===== config.mk =====
export PLATFORM = sky130hd
export DESIGN_NAME = utf8_stream_validator_bom_core_flat
export DESIGN_NICKNAME = d
export VERILOG_FILES = /design/src/hdl/u8v_pkg.sv /design/src/hdl/u8v_in_if.sv /design/src/hdl/u8v_out_if.sv /design/src/hdl/utf8_stream_validator_bom_core.sv /design/src/hdl/u8v_step.sv /design/src/hdl/u8v_out_reg.sv /design/src/flat_wrapper.sv
export VERILOG_INCLUDE_DIRS = /design/src /design/src/hdl
export SDC_FILE = /design/constraint.sdc
export NUM_CORES = 1
export LEC_CHECK = 0
export BUFFER_PORTS_ARGS = -buffer_cell sky130_fd_sc_hd__clkbuf_2
export CORE_MARGIN = 4
export CORE_UTILIZATION = 40
export DETAILED_ROUTE_END_ITERATION = 12
export HOLD_SLACK_MARGIN = 0.03
export SLEW_MARGIN = 20
export SYNTH_ARGS = -nofsm -noshare
export SYNTH_HDL_FRONTEND = slang
export SYNTH_SLANG_ARGS = --single-unit

===== constraint.sdc =====
create_clock -name clk -period 3.4 [get_ports clk]
set_clock_uncertainty 0.2 [all_clocks]
set_input_delay 0.17 -clock clk [delete_from_list [all_inputs] [get_ports clk]]
set_output_delay 0.17 -clock clk [all_outputs]
set_load 0.005 [all_outputs]

===== src/hdl/assert_macros.svh =====
// ----------------------------------------------------------------------------
// assert_macros.svh
// shared concurrent assertion macros, clocked on clk, disabled in reset
// ----------------------------------------------------------------------------
`ifndef ASSERT_MACROS_SVH
`define ASSERT_MACROS_SVH

// property holds at every edge out of reset
`define ASSERT_ALWAYS(label, prop, msg) \
	label: assert property (@(posedge clk) disable iff (!arst_n) (prop)) else $error(msg);

// when the trigger holds, the consequence holds in the next cycle
`define ASSERT_NEXT(label, trig, cons, msg) \
	label: assert property (@(posedge clk) disable iff (!arst_n) (trig) |=> (cons)) \
		else $error(msg);

// when the trigger holds, the consequence holds in the same cycle
`define ASSERT_IMPL(label, trig, cons, msg) \
	label: assert property (@(posedge clk) disable iff (!arst_n) (trig) |-> (cons)) \
		else $error(msg);

`endif


===== src/hdl/u8v_pkg.sv =====
// ----------------------------------------------------------------------------
// u8v_pkg
// types and constants shared by the utf-8 validator with mark detection
// ----------------------------------------------------------------------------
`default_nettype none

package u8v_pkg;

	typedef logic [7:0] byte_t;
	typedef logic [1:0] pos_t;
	typedef logic [1:0] pend_t;

	typedef enum logic [1:0] {
		MARK_NONE    = 2'd0,
		MARK_UTF8    = 2'd1,
		MARK_UTF16LE = 2'd2,
		MARK_UTF16BE = 2'd3
	} mark_t;

	// lead and continuation byte classes
	localparam byte_t ASCII_MAX  = 8'h7F;
	localparam byte_t MASK_2B    = 8'hE0;
	localparam byte_t LEAD_2B    = 8'hC0;
	localparam byte_t MASK_3B    = 8'hF0;
	localparam byte_t LEAD_3B    = 8'hE0;
	localparam byte_t MASK_4B    = 8'hF8;
	localparam byte_t LEAD_4B    = 8'hF0;
	localparam byte_t MASK_CONT  = 8'hC0;
	localparam byte_t VAL_CONT   = 8'h80;

	// byte order mark bytes
	localparam byte_t BOM8_B0    = 8'hEF;
	localparam byte_t BOM8_B1    = 8'hBB;
	localparam byte_t BOM8_B2    = 8'hBF;
	localparam byte_t BOM_FF     = 8'hFF;
	localparam byte_t BOM_FE     = 8'hFE;

	localparam pos_t  POS_FIRST  = 2'd0;
	localparam pos_t  POS_SECOND = 2'd1;
	localparam pos_t  POS_THIRD  = 2'd2;
	localparam pos_t  POS_REST   = 2'd3;

	typedef struct packed {
		logic  utf8_ok;
		mark_t mark_kind;
	} result_t;

endpackage

`default_nettype wire


===== src/hdl/u8v_in_if.sv =====
// ----------------------------------------------------------------------------
// u8v_in_if
// byte channel into the validator: valid, ready, byte and end flag
// ----------------------------------------------------------------------------
`default_nettype none

interface u8v_in_if;

	logic       valid;
	logic       ready;
	logic [7:0] text_byte;
	logic       end_of_buffer;

	modport source (output valid, output text_byte, output end_of_buffer, input ready);
	modport sink   (input valid, input text_byte, input end_of_buffer, output ready);

endinterface

`default_nettype wire


===== src/hdl/u8v_out_if.sv =====
// ----------------------------------------------------------------------------
// u8v_out_if
// result channel out of the validator: valid, ready, verdict and mark kind
// ----------------------------------------------------------------------------
`default_nettype none

interface u8v_out_if;

	logic       valid;
	logic       ready;
	logic       utf8_ok;
	logic [1:0] mark_kind;

	modport source (output valid, output utf8_ok, output mark_kind, input ready);
	modport sink   (input valid, input utf8_ok, input mark_kind, output ready);

endinterface

`default_nettype wire


===== src/hdl/utf8_stream_validator_bom_core.sv =====
// ----------------------------------------------------------------------------
// utf8_stream_validator_bom_core
// structural utf-8 check of a byte buffer with byte order mark detection
// ----------------------------------------------------------------------------
//   port    dir   payload                       handshake
//   text    sink  text_byte[7:0], end_of_buffer valid/ready
//   result  src   utf8_ok, mark_kind[1:0]       valid/ready
//
// one byte per cycle while no final byte waits on a stalled result; the final
// byte passes the input register, then the result register
// reset clears the input stage, the buffer state and the result register
// a stalled result holds the input stage only when it carries a final byte;
// other bytes keep flowing behind a waiting result
// ----------------------------------------------------------------------------
`default_nettype none

`include "assert_macros.svh"

module utf8_stream_validator_bom_core (
	input  logic      clk,
	input  logic      arst_n,
	u8v_in_if.sink    text,
	u8v_out_if.source result
);

	logic             valid_s1;
	u8v_pkg::byte_t   byte_s1;
	logic             last_s1;
	logic             advance;
	logic             can_load;
	u8v_pkg::result_t step_res;

	assign advance    = valid_s1 && (!last_s1 || can_load);
	assign text.ready = !valid_s1 || advance;

	always_ff @(posedge clk or negedge arst_n) begin
		if (!arst_n) begin
			valid_s1 <= 1'b0;
		end else if (text.ready) begin
			valid_s1 <= text.valid;
		end
	end

	always_ff @(posedge clk) begin
		if (text.ready && text.valid) begin
			byte_s1 <= text.text_byte;
			last_s1 <= text.end_of_buffer;
		end
	end

	u8v_step u_step (
		.clk           (clk),
		.arst_n        (arst_n),
		.advance       (advance),
		.text_byte     (byte_s1),
		.end_of_buffer (last_s1),
		.result        (step_res)
	);

	u8v_out_reg u_out (
		.clk      (clk),
		.arst_n   (arst_n),
		.load     (advance && last_s1),
		.result   (step_res),
		.can_load (can_load),
		.out      (result)
	);

	`ASSERT_IMPL(a_stall_cause, valid_s1 && !advance,
		last_s1 && result.valid && !result.ready,
		"input stage stalled without a blocked result")
	`ASSERT_NEXT(a_hold_stalled, valid_s1 && !advance,
		valid_s1 && $stable(byte_s1) && $stable(last_s1), "stalled byte lost")

endmodule

`default_nettype wire


===== src/hdl/u8v_step.sv =====
// ----------------------------------------------------------------------------
// u8v_step
// per-buffer state and the single-byte update: mark capture and utf-8 check
// ----------------------------------------------------------------------------
`default_nettype none

`include "assert_macros.svh"

module u8v_step (
	input  logic              clk,
	input  logic              arst_n,
	input  logic              advance,
	input  u8v_pkg::byte_t    text_byte,
	input  logic              end_of_buffer,
	output u8v_pkg::result_t  result
);

	u8v_pkg::pos_t  pos_q,   pos_d;
	u8v_pkg::byte_t b0_q,    b0_d;
	u8v_pkg::byte_t b1_q,    b1_d;
	u8v_pkg::pend_t pend_q,  pend_d;
	logic           err_q,   err_d;
	u8v_pkg::mark_t mark_q,  mark_d;

	always_comb begin
		pos_d  = pos_q;
		b0_d   = b0_q;
		b1_d   = b1_q;
		pend_d = pend_q;
		err_d  = err_q;
		mark_d = mark_q;

		// marks live in the first three bytes only
		case (pos_q)
			u8v_pkg::POS_FIRST: begin
				b0_d = text_byte;
			end
			u8v_pkg::POS_SECOND: begin
				b1_d = text_byte;
				if (b0_q == u8v_pkg::BOM_FF && text_byte == u8v_pkg::BOM_FE) begin
					mark_d = u8v_pkg::MARK_UTF16LE;
				end else if (b0_q == u8v_pkg::BOM_FE && text_byte == u8v_pkg::BOM_FF) begin
					mark_d = u8v_pkg::MARK_UTF16BE;
				end
			end
			u8v_pkg::POS_THIRD: begin
				if (b0_q == u8v_pkg::BOM8_B0 && b1_q == u8v_pkg::BOM8_B1 &&
				    text_byte == u8v_pkg::BOM8_B2) begin
					mark_d = u8v_pkg::MARK_UTF8;
				end
			end
			default: begin
			end
		endcase
		if (pos_q != u8v_pkg::POS_REST) begin
			pos_d = pos_q + 2'd1;
		end

		// structural check
		if (pend_q != 2'd0) begin
			if ((text_byte & u8v_pkg::MASK_CONT) != u8v_pkg::VAL_CONT) begin
				err_d = 1'b1;
			end
			pend_d = pend_q - 2'd1;
		end else if (text_byte inside {[8'h00 : u8v_pkg::ASCII_MAX]}) begin
			pend_d = 2'd0;
		end else if ((text_byte & u8v_pkg::MASK_2B) == u8v_pkg::LEAD_2B) begin
			pend_d = 2'd1;
		end else if ((text_byte & u8v_pkg::MASK_3B) == u8v_pkg::LEAD_3B) begin
			pend_d = 2'd2;
		end else if ((text_byte & u8v_pkg::MASK_4B) == u8v_pkg::LEAD_4B) begin
			pend_d = 2'd3;
		end else begin
			err_d = 1'b1;
		end
	end

	assign result.utf8_ok   = (mark_d == u8v_pkg::MARK_UTF8) || (!err_d && pend_d == 2'd0);
	assign result.mark_kind = mark_d;

	always_ff @(posedge clk or negedge arst_n) begin
		if (!arst_n) begin
			pos_q  <= u8v_pkg::POS_FIRST;
			b0_q   <= '0;
			b1_q   <= '0;
			pend_q <= '0;
			err_q  <= 1'b0;
			mark_q <= u8v_pkg::MARK_NONE;
		end else if (advance) begin
			if (end_of_buffer) begin
				// back to the reset state for the next buffer
				pos_q  <= u8v_pkg::POS_FIRST;
				b0_q   <= '0;
				b1_q   <= '0;
				pend_q <= '0;
				err_q  <= 1'b0;
				mark_q <= u8v_pkg::MARK_NONE;
			end else begin
				pos_q  <= pos_d;
				b0_q   <= b0_d;
				b1_q   <= b1_d;
				pend_q <= pend_d;
				err_q  <= err_d;
				mark_q <= mark_d;
			end
		end
	end

	`ASSERT_NEXT(a_clear_after_end, advance && end_of_buffer, pos_q == u8v_pkg::POS_FIRST && pend_q == 2'd0 && !err_q && mark_q == u8v_pkg::MARK_NONE, "state not cleared after final byte")
	`ASSERT_IMPL(a_utf8_mark_pos, mark_q == u8v_pkg::MARK_UTF8, pos_q == u8v_pkg::POS_REST, "utf-8 mark before third byte")
	`ASSERT_IMPL(a_utf16_mark_pos, mark_q == u8v_pkg::MARK_UTF16LE || mark_q == u8v_pkg::MARK_UTF16BE, pos_q == u8v_pkg::POS_THIRD || pos_q == u8v_pkg::POS_REST, "utf-16 mark before second byte")

endmodule

`default_nettype wire


===== src/hdl/u8v_out_reg.sv =====
// ----------------------------------------------------------------------------
// u8v_out_reg
// result register driving the output channel, holds a word under stall
// ----------------------------------------------------------------------------
`default_nettype none

`include "assert_macros.svh"

module u8v_out_reg (
	input  logic              clk,
	input  logic              arst_n,
	input  logic              load,
	input  u8v_pkg::result_t  result,
	output logic              can_load,
	u8v_out_if.source         out
);

	logic             valid_q;
	u8v_pkg::result_t data_q;

	assign can_load = !valid_q || out.ready;

	always_ff @(posedge clk or negedge arst_n) begin
		if (!arst_n) begin
			valid_q <= 1'b0;
		end else if (can_load) begin
			valid_q <= load;
		end
	end

	always_ff @(posedge clk) begin
		if (load && can_load) begin
			data_q <= result;
		end
	end

	assign out.valid     = valid_q;
	assign out.utf8_ok   = data_q.utf8_ok;
	assign out.mark_kind = data_q.mark_kind;

	`ASSERT_IMPL(a_no_overwrite, load && valid_q && !out.ready, !can_load, "result overwritten while stalled")

endmodule

`default_nettype wire


===== src/flat_wrapper.sv =====
// flat-port wrapper written by rule: the top's interface ports become plain ports
module utf8_stream_validator_bom_core_flat 
  (clk, arst_n, text_valid, text_text_byte, text_end_of_buffer, text_ready, result_valid, result_utf8_ok, result_mark_kind, result_ready);
  u8v_in_if text_i ();
  u8v_out_if result_i ();
  input  logic clk;
  input  logic arst_n;
  input wire logic [$bits(text_i.valid)-1:0] text_valid;
  input wire logic [$bits(text_i.text_byte)-1:0] text_text_byte;
  input wire logic [$bits(text_i.end_of_buffer)-1:0] text_end_of_buffer;
  output wire logic [$bits(text_i.ready)-1:0] text_ready;
  output wire logic [$bits(result_i.valid)-1:0] result_valid;
  output wire logic [$bits(result_i.utf8_ok)-1:0] result_utf8_ok;
  output wire logic [$bits(result_i.mark_kind)-1:0] result_mark_kind;
  input wire logic [$bits(result_i.ready)-1:0] result_ready;
  assign text_i.valid = text_valid;
  assign text_i.text_byte = text_text_byte;
  assign text_i.end_of_buffer = text_end_of_buffer;
  assign text_ready = text_i.ready;
  assign result_valid = result_i.valid;
  assign result_utf8_ok = result_i.utf8_ok;
  assign result_mark_kind = result_i.mark_kind;
  assign result_i.ready = result_ready;
  utf8_stream_validator_bom_core u_core (.clk(clk), .arst_n(arst_n), .text(text_i), .result(result_i));
endmodule

==> flow_summary.json <==
{
  "drive_above_1_share": 0.159,
  "worstMarginPinSlew_ns": 0.652,
  "worstPathRequired_ns": 3.24,
  "path_max_fanout": 5,
  "synth_cell_types": 40,
  "finalCritPeriodShare": 0.670,
  "final_common_cell": "dfrtp_1",
  "cts_tree": "built",
  "synth_edf_count": 12,
  "drt_iter0_markers": 94,
  "slowest_delay_ns": 0.46,
  "p_clk_frac": 0.287,
  "syn_avg_cell_area_um2": 12.0,
  "cts_buffer_depth": 2,
  "dr.pass1.iters": 4,
  "dieArea_um2": 5270,
  "synth.yosys.seq_area_share": 0.591,
  "crit_buf_inv": 2,
  "design_area_um2": 1990,
  "setup_violations": 0,
  "powerDensity_nw_per_um2": 543,
  "dpl.hpwl_mm": 2.52,
  "yosysWarnings": 0,
  "grt_usage": 0.152,
  "postCtsResizedCells": 0,
  "maxSlewHeadroom": 0.565,
  "nets": 186,
  "clockRootBuffer": "clkbuf_8",
  "synth_top_area_share": 0.375,
  "area_growth_syn_to_layout_pct": 19.5,
  "viasPerCell": 5.60,
  "clk_latency_ns": 0.29,
  "cts_sinks": 37,
  "rsz0062_at_grt": "no",
  "path_common_cell": "inv_1",
  "syn-instance-count": 139,
  "leakagePower_uw": 0.000866,
  "hold_buffers": 11,
  "arrival_ns": 2.11,
  "path_delay_family": "compound AO/OA/AOI/OAI gates",
  "num_vias": 1232,
  "dpl_cell_area_um2": 1790,
  "worstSetupEndpointType": "register",
  "ant_nets": 0,
  "startpoint_type": "register",
  "max_cap_viol_count": 0,
  "io_buffers": 17,
  "grt_pass1_wl_mm": 6.02,
  "wire_per_inst_um": 16.2,
  "synth-seq-cells": 37,
  "place.gp.congestion": 0.806,
  "dieWidth_um": 72.6,
  "hp-class": "in -> reg",
  "grt_start_max_net_pins": 26,
  "synth-main-ff-cell": "dfrtp_1",
  "grt-ovfl-total": 0,
  "io_pins": 18,
  "finalSetupTns_ns": 0,
  "crit_chain": "inv_1 -> ha_1 -> inv_1 -> a2111oi_0 -> a31oi_1 -> o21ai_0 -> nand2_1",
  "final_cell_mix": "dfrtp_1, a22o_1, clkbuf_2",
  "antenna_found_initial": 0,
  "place_ws_ns": 1.28,
  "vdd_ir_drop_max_uv": 344,
  "diodes": 0,
  "grt_pass1_vias": 1269,
  "pwr-share-seq": 0.538,
  "nFillCells": 369,
  "initial_core_util": 0.414,
  "netlist_area_um2": 1670,
  "internal-power_uw": 783,
  "syn-num-nets": 156,
  "rows": 23,
  "drc": 0,
  "outcome": "finished clean",
  "max_freq_mhz": 439,
  "htreeDepth": 2,
  "worst-setup-path-type": "reg -> reg",
  "tritoncts.num_buffers": 5,
  "slew_viol_final": 0,
  "switching_share": 0.277,
  "critPathSlowestCell": "a2111oi_0",
  "cts_setup_buffers": 0,
  "die_y_um": 72.6,
  "yosys.area.top_type": "dfrtp_1",
  "worst_slack_ns": 1.12,
  "yosys-top-cells-area": "dfrtp_1, edfxtp_1, a22o_1",
  "cts.reportedPaths.clkPinSlew_ns": 0.07,
  "min_period_ns": 2.28,
  "core_area_um2": 4030,
  "wl_mm": 3.56,
  "synth-async-reset-ratio": 0.676,
  "power_frac_comb": 0.175,
  "p_sw_uw": 300,
  "hold_viol": 0
}
==> cells by family (layout without fill, tap and decap cells) <==
| logic type | count (synthesis) | count (layout) | share of synthesized area |
|---|---|---|---|
| adder cells (fa/ha/maj) | 4 | 4 | 0.0300 |
| buffers and inverters | 9 | 40 | 0.0225 |
| AND/OR/NAND/NOR | 46 | 46 | 0.163 |
| XOR/XNOR | 1 | 1 | 0.00525 |
| AO/OA/AOI/OAI | 42 | 42 | 0.189 |
| flip-flops | 37 | 37 | 0.591 |
==> state kept, by name, summed over array words and instances, names as in the netlist <==
register,count
u_core.byte_s1,8
u_core.u_step.mark_q,2
u_core.u_step.pos_q,2
u_core.last_s1,1
u_core.u_out.out.mark_kind,2
u_core.u_step.err_q,1
u_core.u_step.pend_q,2
u_core.u_step.b0_q,8
u_core.u_step.b1_q,8
u_core.u_out.out.valid,1
u_core.valid_s1,1
u_core.u_out.out.utf8_ok,1
==> final cells by class <==
class / count / area (µm²) / share of cell area
multi-input combinational: 93 / 646 / 0.324
inverter: 4 / 15.0 / 0.00753
tap: 50 / 62.6 / 0.0314
timing repair buffer: 28 / 195 / 0.0979
clock buffer: 8 / 90.1 / 0.0452
sequential: 37 / 986 / 0.494
==> worst reg2reg max path, cell delays in order, from the launching register on <==
cell and delay (ns):
dfrtp_1 0.43, inv_1 0.11, ha_1 0.34, inv_1 0.08
a2111oi_0 0.46, a31oi_1 0.21, o21ai_0 0.13, nand2_1 0.09
==> per-stage QoR <==
stage	std cells	power (µW)	hold WS, ns	utilization
2_1_floorplan	139	708	-0.326	-
3_3_place_gp	201	766	0.0191	0.445
3_5_place_dp	201	772	0.0283	0.445
4_1_cts	220	1090	0.0324	0.495
5_1_grt	220	1150	0.0468	0.495
6_report	220	1080	0.0384	0.495
==> synth_stat cells, types with 2 or more instances <==
master,count
and2_1,5
nand2b_1,4
nor2_1,5
nand4_1,3
a31oi_1,3
a22o_1,18
nand3_1,5
a21oi_1,4
dfrtp_1,25
nand2_1,7
nor2b_1,3
nand4b_1,2
buf_1,2
inv_1,4
o21ai_0,4
clkbuf_1,2
and3_1,4
ha_1,4
o21ai_1,2
edfxtp_1,12
o22ai_1,2
==> routing by layer <==
metal  track usage  vias up  part of all wire
met5             0        -                 0
met4        0.0492        0            0.0076
met3        0.0537        4             0.042
met2         0.236       32              0.50
met1         0.199      602              0.45
li1              -      594                 -
==> final timing paths <==
path	from	end	slack [ns]	cells after the start
setup / recovery	u_core.u_step.pos_q[0]	u_core.u_out.out.mark_kind[0]	1.12	7
max in group asynchronous	arst_n	u_core.u_step.b1_q[5]	2.33	2
hold / removal	result_ready	u_core.valid_s1	0.04	4
setup reg to reg	u_core.u_step.pos_q[0]	u_core.u_out.out.mark_kind[0]	1.12	7
min in group asynchronous	arst_n	u_core.u_step.pos_q[1]	0.24	2
hold reg to reg	u_core.u_step.b1_q[7]	u_core.u_step.b1_q[7]	0.31	1
==> power by group through the flow <==
| stage | clock network (µW) | logic, µW | registers, µW |
|---|---|---|---|
| after floorplan | 0 | 138 | 570 |
| after global placement | 0 | 178 | 588 |
| after detailed placement | 0 | 182 | 590 |
| after CTS | 320 | 192 | 582 |
| after global routing | 339 | 215 | 592 |
| final | 310 | 190 | 583 |
Power figures use the tool's default switching activity.
